`config.mk`:
```
export PLATFORM = sky130hd
export DESIGN_NAME = pts_front
export DESIGN_NICKNAME = d
export VERILOG_FILES = /design/src/rtl/core/polynomial_term_sum_product_assert.svh /design/src/rtl/core/pts_pkg.sv /design/src/rtl/core/pts_front.sv
export SDC_FILE = /design/constraint.sdc
export NUM_CORES = 1
export LEC_CHECK = 0
export BUFFER_PORTS_ARGS = -buffer_cell sky130_fd_sc_hd__buf_2
export CAP_MARGIN = 10
export CELL_PAD_IN_SITES_DETAIL_PLACEMENT = 1
export CELL_PAD_IN_SITES_GLOBAL_PLACEMENT = 2
export CORE_ASPECT_RATIO = 0.8
export CORE_MARGIN = 8
export CORE_UTILIZATION = 34
export CTS_CLUSTER_DIAMETER = 100
export CTS_CLUSTER_SIZE = 40
export DETAILED_ROUTE_END_ITERATION = 10
export PLACE_DENSITY_LB_ADDON = 0.3
export SYNTH_ARGS = -nofsm -noshare
export SYNTH_HDL_FRONTEND = slang
export SYNTH_SLANG_ARGS = --single-unit
export TNS_END_PERCENT = 10
```
`constraint.sdc`:
```
create_clock -name clk_i -period 2.6 [get_ports clk_i]
set_input_delay 0.39 -clock clk_i [delete_from_list [all_inputs] [get_ports clk_i]]
set_output_delay 0.39 -clock clk_i [all_outputs]
set_load 0.02 [all_outputs]
```
`src/rtl/core/polynomial_term_sum_product_assert.svh`:
```
// Assertion macros shared by the polynomial term engine RTL.
// Needs nothing else; files that assert include it inside their module body.
`ifndef POLYNOMIAL_TERM_SUM_PRODUCT_ASSERT_SVH
`define POLYNOMIAL_TERM_SUM_PRODUCT_ASSERT_SVH

// Property checked on every rising clock edge outside reset.
`define PTS_ASSERT(lbl, clk, rstn, prop) \
  lbl: assert property (@(posedge clk) disable iff (!rstn) prop) \
    else $error("pts assertion failed");

// Condition that must never be true outside reset.
`define PTS_NEVER(lbl, clk, rstn, cond) \
  `PTS_ASSERT(lbl, clk, rstn, !(cond))

`endif

```
`src/rtl/core/pts_pkg.sv`:
```
// Package of the polynomial term engine: item types, sizes and back-end states.
// Used by every module of the block but pts_ram; depends on nothing.
package pts_pkg;

  localparam int MAX_TERMS    = 32;
  localparam int MAX_EXPONENT = 31;
  localparam int ACC_DEPTH    = 2 * MAX_EXPONENT + 1;
  localparam int ACC_AW       = $clog2(ACC_DEPTH);
  localparam int TERM_AW      = $clog2(MAX_TERMS);
  localparam int CNT_W        = $clog2(MAX_TERMS + 1);
  localparam int QDEPTH       = 2;
  localparam int QPTR_W       = $clog2(QDEPTH);
  localparam int QCNT_W       = $clog2(QDEPTH + 1);
  localparam int TERM_W       = 32 + 5;

  typedef struct packed {
    logic              op;
    logic signed [31:0] coefficient;
    logic [4:0]        exponent;
    logic              last;
  } in_item_t;

  typedef struct packed {
    logic signed [31:0] result_coefficient;
    logic [5:0]        result_exponent;
    logic              last_term;
    logic              saturated;
  } result_t;

  typedef enum logic [1:0] {
    KIND_SUM_A,
    KIND_SUM_B,
    KIND_PROD_A,
    KIND_PROD_B
  } kind_e;

  typedef struct packed {
    kind_e             kind;
    logic signed [31:0] coefficient;
    logic [4:0]        exponent;
    logic              last;
  } cmd_t;

  typedef enum logic [3:0] {
    ST_IDLE,
    ST_ACC_WR,
    ST_A_RD,
    ST_MUL,
    ST_ADD,
    ST_EMIT_RD,
    ST_EMIT_WR,
    ST_DONE
  } state_e;

endpackage

```
`src/rtl/core/pts_front.sv`:
```
// Front end: holds the mode register, accepts items, classifies them and queues them.
// Depends on pts_pkg.
module pts_front (
  input  logic              clk_i,
  input  logic              rst_ni,
  input  logic              mode_we_i,
  input  logic              mode_i,
  input  logic              push_i,
  output logic              full_o,
  input  pts_pkg::in_item_t item_i,
  output logic              cmd_valid_o,
  output pts_pkg::cmd_t     cmd_o,
  input  logic              cmd_take_i
);
  import pts_pkg::*;

  logic              mode_q;
  cmd_t              slot_q [QDEPTH];
  logic [QPTR_W-1:0] wptr_q, rptr_q;
  logic [QCNT_W-1:0] cnt_q;
  logic              do_push, do_pop;
  cmd_t              cmd_new;

  assign full_o      = (cnt_q == QCNT_W'(QDEPTH));
  assign cmd_valid_o = (cnt_q != '0);
  assign cmd_o       = slot_q[rptr_q];
  assign do_push     = push_i && !full_o;
  assign do_pop      = cmd_take_i && cmd_valid_o;

  // The mode is captured with each item, so later mode writes do not reach it.
  always_comb begin
    cmd_new.coefficient = item_i.coefficient;
    cmd_new.exponent    = item_i.exponent;
    cmd_new.last        = item_i.last;
    case ({mode_q, item_i.op})
      2'b00:   cmd_new.kind = KIND_SUM_A;
      2'b01:   cmd_new.kind = KIND_SUM_B;
      2'b10:   cmd_new.kind = KIND_PROD_A;
      default: cmd_new.kind = KIND_PROD_B;
    endcase
  end

  always_ff @(posedge clk_i or negedge rst_ni) begin
    if (!rst_ni) begin
      mode_q <= 1'b0;
      wptr_q <= '0;
      rptr_q <= '0;
      cnt_q  <= '0;
    end else begin
      if (mode_we_i) begin
        mode_q <= mode_i;
      end
      if (do_push) begin
        wptr_q <= (wptr_q == QPTR_W'(QDEPTH - 1)) ? '0 : wptr_q + 1'b1;
      end
      if (do_pop) begin
        rptr_q <= (rptr_q == QPTR_W'(QDEPTH - 1)) ? '0 : rptr_q + 1'b1;
      end
      cnt_q <= cnt_q + QCNT_W'(do_push) - QCNT_W'(do_pop);
    end
  end

  always_ff @(posedge clk_i) begin
    if (do_push) begin
      slot_q[wptr_q] <= cmd_new;
    end
  end

endmodule

```
; ---- Word level (Yosys, flattened, before mapping)
; Memory sizes are Yosys's and may differ from the RTL's.
; Index checks and enable logic that the tools add are counted.
[word_totals]
reg_bits = 5
ramBits = 80
out_inout_bits = 42
word_cells = 22
n_memories = 1
[memory_table]
columns = name, words, width, rd, rd_ports_with_merged_regs, wr, line_no
row1 = slot_q, 2, 40, 1, 0, 1, pts_front.sv:18  ; cmd_t slot_q [QDEPTH];
[op_classes]
addsub = 4
n_eq_ne = 3
mux = 5
n_reduce_logical = 5
[ops]
columns = operator, n
row1 = one-hot mux 2 bit (3 select lines), 1
row2 = equality test 2 bit (second input constant), 2
row3 = 2-to-1 mux 1 bit, 4
row4 = adder 1 bit (second input constant), 2
row5 = adder 2 x 1 -> 2 bit, 1
row6 = equality test 2 x 1 -> 1 bit (second input constant), 1
row7 = logical AND 1 bit, 2
row8 = logical NOT 2 bit, 1
row9 = nonzero test 2 bit, 1
row10 = subtractor 2 x 1 -> 2 bit, 1
row11 = logical NOT 1 bit, 1

; ---- Longest topological paths before layout
; Gate-level depths: netlist of the first run.
[depth]
ltp_word = 5
depth_mapped = 7

; ---- Worst setup path before layout of the first run
; No wires, ideal clock.
[synth_timing]
kind = flip-flop to flip-flop
startpoint = register cnt_q[1]
endpoint = memory slot_q[0][0] (netlist bit), enable pin
setup_time_ns = 0.437
arrival_ns = 2.281
required_ns = 2.163
slack_ns = -0.118
stages_incl_launch_ff = 4
path_cell_list = dfrtp_1 -> nand2b_1 -> nand2_1 -> nor2_1
[synth_between]
elab_chain_len = 5
[synth_lines]
columns = element, line_no
row1 = from (decl), pts_front.sv:20  ; logic [QCNT_W-1:0] cnt_q;
row2 = from (signal assigned), pts_front.sv:59  ; cnt_q <= cnt_q + QCNT_W'(do_push) - QCNT_W'(do_pop);
row3 = equality test 2 bit, pts_front.sv:24  ; assign full_o = (cnt_q == QCNT_W'(QDEPTH));
row4 = logical NOT 1 bit, pts_front.sv:27  ; assign do_push = push_i && !full_o;
row5 = logical AND 1 bit, pts_front.sv:27
row6 = 2-to-1 mux 1 bit, pts_front.sv:64  ; if (do_push) begin
row7 = 2-to-1 mux 1 bit (not written as such), pts_front.sv:65  ; slot_q[wptr_q] <= cmd_new;
row8 = to (decl), pts_front.sv:18
; No other way between the ends.

==> flow_summary_export.csv, run 1 <==
group,metric,value,unit
critical_path,cp_cell_sequence,"buf_12, mux2_2, buf_2",
clocking,cts_tree,"built",
min_path,holdPathStages,1,
floorplanning,fp-row-count,32,
critical_path,critical_path.max_fanout,37,
detailed_routing,drtPass1Iterations,4,
global_routing,grt_start_max_net_pins,38,
critical_path,timing.critical_path.required,2.21,ns
timing,max_slew_margin,66.0,%
detailed_routing,drt_wl_total,6210,um
detailed_routing,routed-via-count,1578,
detailed_routing,detailedRoute.firstIterationViolations,51,
floorplanning,floorplan.io_pins,87,
timing,final-hold-violation-count,0,
critical_path,critPathMaxStageDelay,0.46,ns
yosys,syn_nets,194,
timing,rsz0062_at_grt,"no",
global_routing,grt_pass1_wl,9800,um
global_routing,grt_remaining_overflow,0,
critical_path,r2r_slack,0.92,ns
place,post-place-cells,349,
detailed_routing,antenna_violating_nets_post_route,0,
global_routing,number_of_antenna_violations_at_the_first_check_in_global_routing,0,
critical_path,worst_reg2reg_path_length_in_cells,7,
place,numPortBuffers,86,
timing,tns,0,ns
critical_path,crit_path_start_kind,"flip-flop",
floorplanning,floorplan.die.width,126,um
floorplanning,die-area,13100,um2
final_layout,final_cells,366,
critical_path,timing.critical_path.buf_inv,2,
status,run_status,"complete, no violations",
critical_path,worst_ep_arrival_time,1.64,ns
yosys,synth-warning-count,0,
clocking,number_of_buffers_created_by_cts,9,
min_path,min_path_type,"in2reg",
final_layout,ant_cells,0,
detailed_routing,route.detailed.wl_per_inst,17.0,um
detailed_routing,drt_drc_violations_left,0,
critical_path,cp_slowest_cell,"sky130_fd_sc_hd__dfrtp_2",
floorplanning,start_util,34.5,%
yosys,synth-seq-cells,85,
critical_path,critical_path_depth,3,
yosys,netlist_instances,147,
final_layout,final_net_count,289,
critical_path,worst_path_dominant_cell_family,"flip-flops",
final_layout,syn_to_final_growth,27.5,%
detailed_routing,post_drt_via_cell_ratio,4.31,
yosys,postSynthAreaPerCell,22.5,um2
pwr,irDropWorstVdd,519,uV
run,drv_cap,0,
global_routing,first_global_vias,1858,
yosys,netlist-cell-type-count,16,
final_layout,filler_cell_count,928,
critical_path,worstSetupEndpointType,"output pin",
timing,max_clock_freq,493,MHz
yosys,synth_sequential_area_ratio,76.5,%
pwr,p_per_area,1210,nW/um2
critical_path,critical_path_class,"reg2out",
clocking,cts_sinks,85,
clocking,post_cts_resize_count,0,
global_routing,track_usage,9.60,%
timing,setup-violations-final,0,
timing,finClkSkew,0.00553,ns
timing,timing_max_transition_violations_final,0,
clocking,worstSkewPairLatency,0.32,ns
timing,period_needed,2.03,ns
clocking,level_count_of_the_clock_h_tree,3,
timing,tightest_slew,0.510,ns
clocking,clkSlewWorstSetupHoldPaths,0.06,ns
timing,min_period_over_period,78.0,%
clocking,cts_root_buffer,"sky130_fd_sc_hd__clkbuf_16",
floorplanning,die_h,104,um
place,dpl_wire_length,4400,um
pwr,leakagePower,1.72,nW
yosys,syn_area,3300,um2
floorplanning,design.core.area,9570,um2
clocking,clk_path_buf_depth,2,
place,gp_congestion,0.660,
final_layout,layout-drive-gt1-share,61.1,%
-- where the power goes --
part / internal, mW / switching, mW
clock: 0.841 / 0.483
combinational: 0.813 / 0.972
sequential: 1.88 / 0.111
total: 3.53 / 1.57
-- flip-flops by register name, summed over array words and instances (netlist names) --
register	flops
slot_q	80
cnt_q	2
mode_q	1
rptr_q	1
wptr_q	1
-- path summary, 6_finish.rpt --
check / start / endpoint
worst min register to register: mode_q$_DFFE_PN0P_ / slot_q[0][39]$_DFFE_PP_
worst max-delay path: rptr_q$_DFFE_PN0P_ / cmd_o[23]
worst max register to register: cnt_q[1]$_DFF_PN0_ / cnt_q[1]$_DFF_PN0_
max in group asynchronous: rst_ni / rptr_q$_DFFE_PN0P_
worst min-delay path: item_i[14] / slot_q[0][14]$_DFFE_PP_
min in group asynchronous: rst_ni / rptr_q$_DFFE_PN0P_
-- layout by cell type (no fill, tap or decap) --
master	count
sky130_fd_sc_hd__nand2b_1	1
sky130_fd_sc_hd__nand2_1	1
sky130_fd_sc_hd__buf_12	2
sky130_fd_sc_hd__dlygate4sd3_1	1
sky130_fd_sc_hd__mux2_2	2
sky130_fd_sc_hd__inv_1	2
sky130_fd_sc_hd__clkinv_2	2
sky130_fd_sc_hd__and2_4	1
sky130_fd_sc_hd__dfrtp_2	1
sky130_fd_sc_hd__and3_2	1
sky130_fd_sc_hd__bufinv_16	2
sky130_fd_sc_hd__clkbuf_1	1
sky130_fd_sc_hd__xnor2_1	3
sky130_fd_sc_hd__mux2_4	39
sky130_fd_sc_hd__or2_4	1
sky130_fd_sc_hd__edfxtp_1	80
sky130_fd_sc_hd__buf_4	2
sky130_fd_sc_hd__buf_2	86
sky130_fd_sc_hd__nor2_4	1
sky130_fd_sc_hd__clkinv_4	2
sky130_fd_sc_hd__dfrtp_1	4
sky130_fd_sc_hd__clkbuf_16	9
sky130_fd_sc_hd__xor2_1	1
sky130_fd_sc_hd__ha_1	2
-- logic make-up after synthesis --
logic type / count (synthesis) / share of synthesized area, %
XOR/XNOR: 4 / 1.06
adder cells (fa/ha/maj): 2 / 0.757
buffers and inverters: 9 / 2.16
flip-flops: 85 / 76.5
multiplexers: 41 / 18.4
AND/OR/NAND/NOR: 6 / 1.14
-- cells in the mapped netlist --
cell type | count | area share (%)
sky130_fd_sc_hd__edfxtp_1 | 80 | 73
sky130_fd_sc_hd__mux2_4 | 39 | 18
sky130_fd_sc_hd__buf_6 | 5 | 1.7
sky130_fd_sc_hd__dfrtp_1 | 5 | 3.8
sky130_fd_sc_hd__xnor2_1 | 3 | 0.80
sky130_fd_sc_hd__clkbuf_1 | 2 | 0.23
sky130_fd_sc_hd__ha_1 | 2 | 0.76
sky130_fd_sc_hd__inv_1 | 2 | 0.23
sky130_fd_sc_hd__mux2_2 | 2 | 0.68
sky130_fd_sc_hd__and2_4 | 1 | 0.27
sky130_fd_sc_hd__and3_1 | 1 | 0.19
sky130_fd_sc_hd__nand2_1 | 1 | 0.11
sky130_fd_sc_hd__nand2b_1 | 1 | 0.19
sky130_fd_sc_hd__nor2_1 | 1 | 0.11
sky130_fd_sc_hd__or2_4 | 1 | 0.27
sky130_fd_sc_hd__xor2_1 | 1 | 0.27
-- stage by stage --
step                      power (mW)  util [%]  cell area [um2]  setup WS, ns  hold WS (ns)
after floorplan                 3.35         -             3310         0.543        0.0944
after global placement          3.83      40.6             3880         0.917         0.217
after detailed placement        3.86      40.6             3880         0.906         0.218
after CTS                       5.20      44.0             4210         0.539         0.243
after global routing            5.35      44.0             4210         0.497         0.237
final                           5.10      44.0             4210         0.572         0.255
-- worst register-to-register path, delay by kind of cell (launching register included) --
kind / cells / cell delay [ns]
buffers and inverters: 1 / 0.04
XOR/XNOR: 2 / 0.29
flip-flops: 1 / 0.41
adder cells (fa/ha/maj): 2 / 0.44
AND/OR/NAND/NOR: 2 / 0.43
-- metal layers --
metal / global-route usage [%] / vias to the layer above / share of wire, %
met5: 0 / - / 0
li1: - / 755 / -
met1: 10.3 / 775 / 43
met3: 4.51 / 4 / 5.9
met2: 16.6 / 44 / 51
met4: 2.57 / 0 / 0.61
-- timing repair --
item                      in CTS  in global routing
hold buffers                   1                  0
hold endpoints to repair       5                  0
buffers inserted               0                  0
-- area by class of cell --
cell class	count	area (um2)	area share, %
clock buffers	10	229	5.44
well taps	119	149	3.54
flip-flops and latches	85	2530	60.0
clock inverters	6	87.6	2.08
multi-input cells	53	714	17.0
inverters	2	7.51	0.178
repair buffers	91	495	11.8
Note: power is estimated with default switching activity, not from simulation.
==> inputs of run 2 (changes only) <==
==> constraint.sdc (replaced) <==
create_clock -name clk_i -period 1.7 [get_ports clk_i]
set_input_delay 0.255 -clock clk_i [delete_from_list [all_inputs] [get_ports clk_i]]
set_output_delay 0.255 -clock clk_i [all_outputs]
set_load 0.02 [all_outputs]
==> run 2 against run 1 <==
Sequential cell count stayed put; critical path depth stayed put; die area stayed put; final area is 6.9% higher; clock power is 53% higher; cell count is 0.55% higher; sequential share of layout area is 3.9 points lower; via count is 3.7% higher; hold slack worse by 0.15 ns; clock-buffer cell count is 1 lower.
==> flow_summary_export.csv, run 2 (synthesized netlist as in run 1, its figures left out) <==
group,metric,value,unit
status,run_status,"complete, no violations",
floorplanning,start_util,34.5,%
timing,max_clock_freq,591,MHz
detailed_routing,route.detailed.wl_per_inst,17.6,um
final_layout,most-common-layout-cells,"sky130_fd_sc_hd__edfxtp_1 (80), sky130_fd_sc_hd__buf_2 (50), sky130_fd_sc_hd__mux2_4 (40), sky130_fd_sc_hd__buf_6 (36), sky130_fd_sc_hd__clkbuf_16 (9)",
clocking,cts_root_buffer,"sky130_fd_sc_hd__clkbuf_16",
global_routing,number_of_antenna_violations_at_the_first_check_in_global_routing,0,
global_routing,first_global_vias,1836,
clocking,worstSkewPairLatency,0.33,ns
timing,timing_max_transition_violations_final,0,
timing,tns,0,ns
final_layout,layout-drive-gt1-share,62.7,%
clocking,number_of_buffers_created_by_cts,9,
place,gp_congestion,0.692,
timing,final-hold-violation-count,0,
critical_path,worst_path_dominant_cell_family,"flip-flops",
detailed_routing,drtPass1Iterations,3,
global_routing,grt_start_max_net_pins,25,
clocking,cts_sinks,85,
critical_path,timing.critical_path.buf_inv,2,
detailed_routing,drt_wl_total,6470,um
critical_path,worst_ep_arrival_time,1.44,ns
floorplanning,fp-row-count,32,
min_path,min_path_type,"in2reg",
clocking,level_count_of_the_clock_h_tree,3,
timing,rsz0062_at_grt,"yes",
critical_path,cp_slowest_cell,"sky130_fd_sc_hd__dfrtp_2",
timing,tightest_slew,0.278,ns
final_layout,reg_top3,"slot_q x80, cnt_q x2",
clocking,clkSlewWorstSetupHoldPaths,0.06,ns
critical_path,worstSetupEndpointType,"output pin",
final_layout,largest_reg_flops,80,
timing,max_slew_margin,81.5,%
run,drv_cap,0,
place,numPortBuffers,86,
critical_path,critical_path_class,"reg2out",
pwr,p_per_area,1880,nW/um2
floorplanning,die-area,13100,um2
pwr,leakagePower,1.81,nW
floorplanning,die_h,104,um
timing,min_period_over_period,99.5,%
timing,setup-violations-final,0,
detailed_routing,post_drt_via_cell_ratio,4.45,
final_layout,largest_register,"slot_q",
floorplanning,floorplan.die.width,126,um
timing,period_needed,1.69,ns
critical_path,critical_path.max_fanout,24,
detailed_routing,routed-via-count,1637,
place,dpl_wire_length,4530,um
critical_path,cp_cell_sequence,"buf_12, mux2_4, buf_6",
global_routing,grt_pass1_wl,10000,um
global_routing,grt_remaining_overflow,0,
final_layout,filler_cell_count,905,
detailed_routing,detailedRoute.firstIterationViolations,57,
floorplanning,floorplan.io_pins,87,
detailed_routing,antenna_violating_nets_post_route,0,
critical_path,critPathMaxStageDelay,0.40,ns
final_layout,final_net_count,292,
global_routing,track_usage,10.2,%
timing,worst_hold_slack,0.110,ns
critical_path,timing.critical_path.required,1.44,ns
clocking,cts_tree,"built",
timing,finClkSkew,0.0107,ns
final_layout,layout.cells.most_common,"sky130_fd_sc_hd__edfxtp_1",
floorplanning,design.core.area,9570,um2
critical_path,crit_path_start_kind,"flip-flop",
pwr,irDropWorstVdd,732,uV
detailed_routing,drt_drc_violations_left,0,
clocking,clk_path_buf_depth,2,
final_layout,syn_to_final_growth,36.2,%
final_layout,ant_cells,0,
==> run 2: changes by cell type in the layout (fill, tap and decap cells not counted), moves of 2 or more <==
cell | before | now
sky130_fd_sc_hd__buf_12 | 2 | 4
sky130_fd_sc_hd__buf_2 | 86 | 50
sky130_fd_sc_hd__buf_6 | 0 | 36
sky130_fd_sc_hd__ha_1 | 2 | 0
==> run 2: timing repair <==
item	in CTS	in global routing
cloned	0	0
hold buffers	1	0
gates resized for setup	30	46
buffers inserted	0	1
hold endpoints to repair	5	0
pin swaps	0	4
setup endpoints to repair	26	41
==> run 2: final timing paths <==
kind | from | endpoint | slack [ns] | depth (start not counted)
max | rptr_q$_DFFE_PN0P_ | cmd_o[5] | 0.008 | 3
min | item_i[29] | slot_q[1][29]$_DFFE_PP_ | 0.11 | 1
max reg2reg | cnt_q[0]$_DFF_PN0_ | cnt_q[1]$_DFF_PN0_ | 0.07 | 7
min reg2reg | mode_q$_DFFE_PN0P_ | slot_q[0][39]$_DFFE_PP_ | 0.48 | 0
max in group asynchronous | rst_ni | rptr_q$_DFFE_PN0P_ | 1.27 | 2
min in group asynchronous | rst_ni | mode_q$_DFFE_PN0P_ | 0.27 | 2
==> run 2: metal layers <==
layer	track usage (%)	wire, um	up-vias
li1	-	-	764
met1	11.2	2750	817
met2	16.6	3250	50
met3	4.20	384	6
met4	5.14	79	0
met5	0	0	-
==> run 2: power breakdown <==
part,total (mW),internal [mW],switching (mW)
Sequential,3.02,2.87,0.156
Combinational,3.44,1.80,1.64
Clock,2.02,1.28,0.742
==> run 2: layout make-up <==
cell class | count | area, um2 | area share [%]
tap | 119 | 149 | 3.31
clock inverter | 6 | 86.3 | 1.92
clock buffer | 9 | 225 | 5.00
multi-input combinational | 53 | 736 | 16.3
timing repair buffer | 94 | 768 | 17.1
inverter | 2 | 7.51 | 0.167
sequential | 85 | 2530 | 56.2
==> run 2: through the flow <==
step           util [%]  cells  cell area [um2]  power, mW  setup slack [ns]
3_3_place_gp       41.0    351             3930       5.95            0.0543
4_1_cts            45.4    367             4340       8.27           -0.0304
3_5_place_dp       41.0    351             3930       6.00            0.0246
2_1_floorplan         -    147             3310       5.12            -0.214
6_report           47.0    368             4500       8.48           0.00794
5_1_grt            47.0    368             4500       8.87           -0.0450
==> run 2: worst reg2reg max path, stage by stage (launching register included) <==
cell	delay, ns
sky130_fd_sc_hd__dfrtp_1	0.40
sky130_fd_sc_hd__or2_4	0.26
sky130_fd_sc_hd__and2_4	0.15
sky130_fd_sc_hd__ha_4	0.25
sky130_fd_sc_hd__inv_1	0.03
sky130_fd_sc_hd__ha_2	0.16
sky130_fd_sc_hd__xnor2_1	0.18
sky130_fd_sc_hd__xnor2_1	0.14
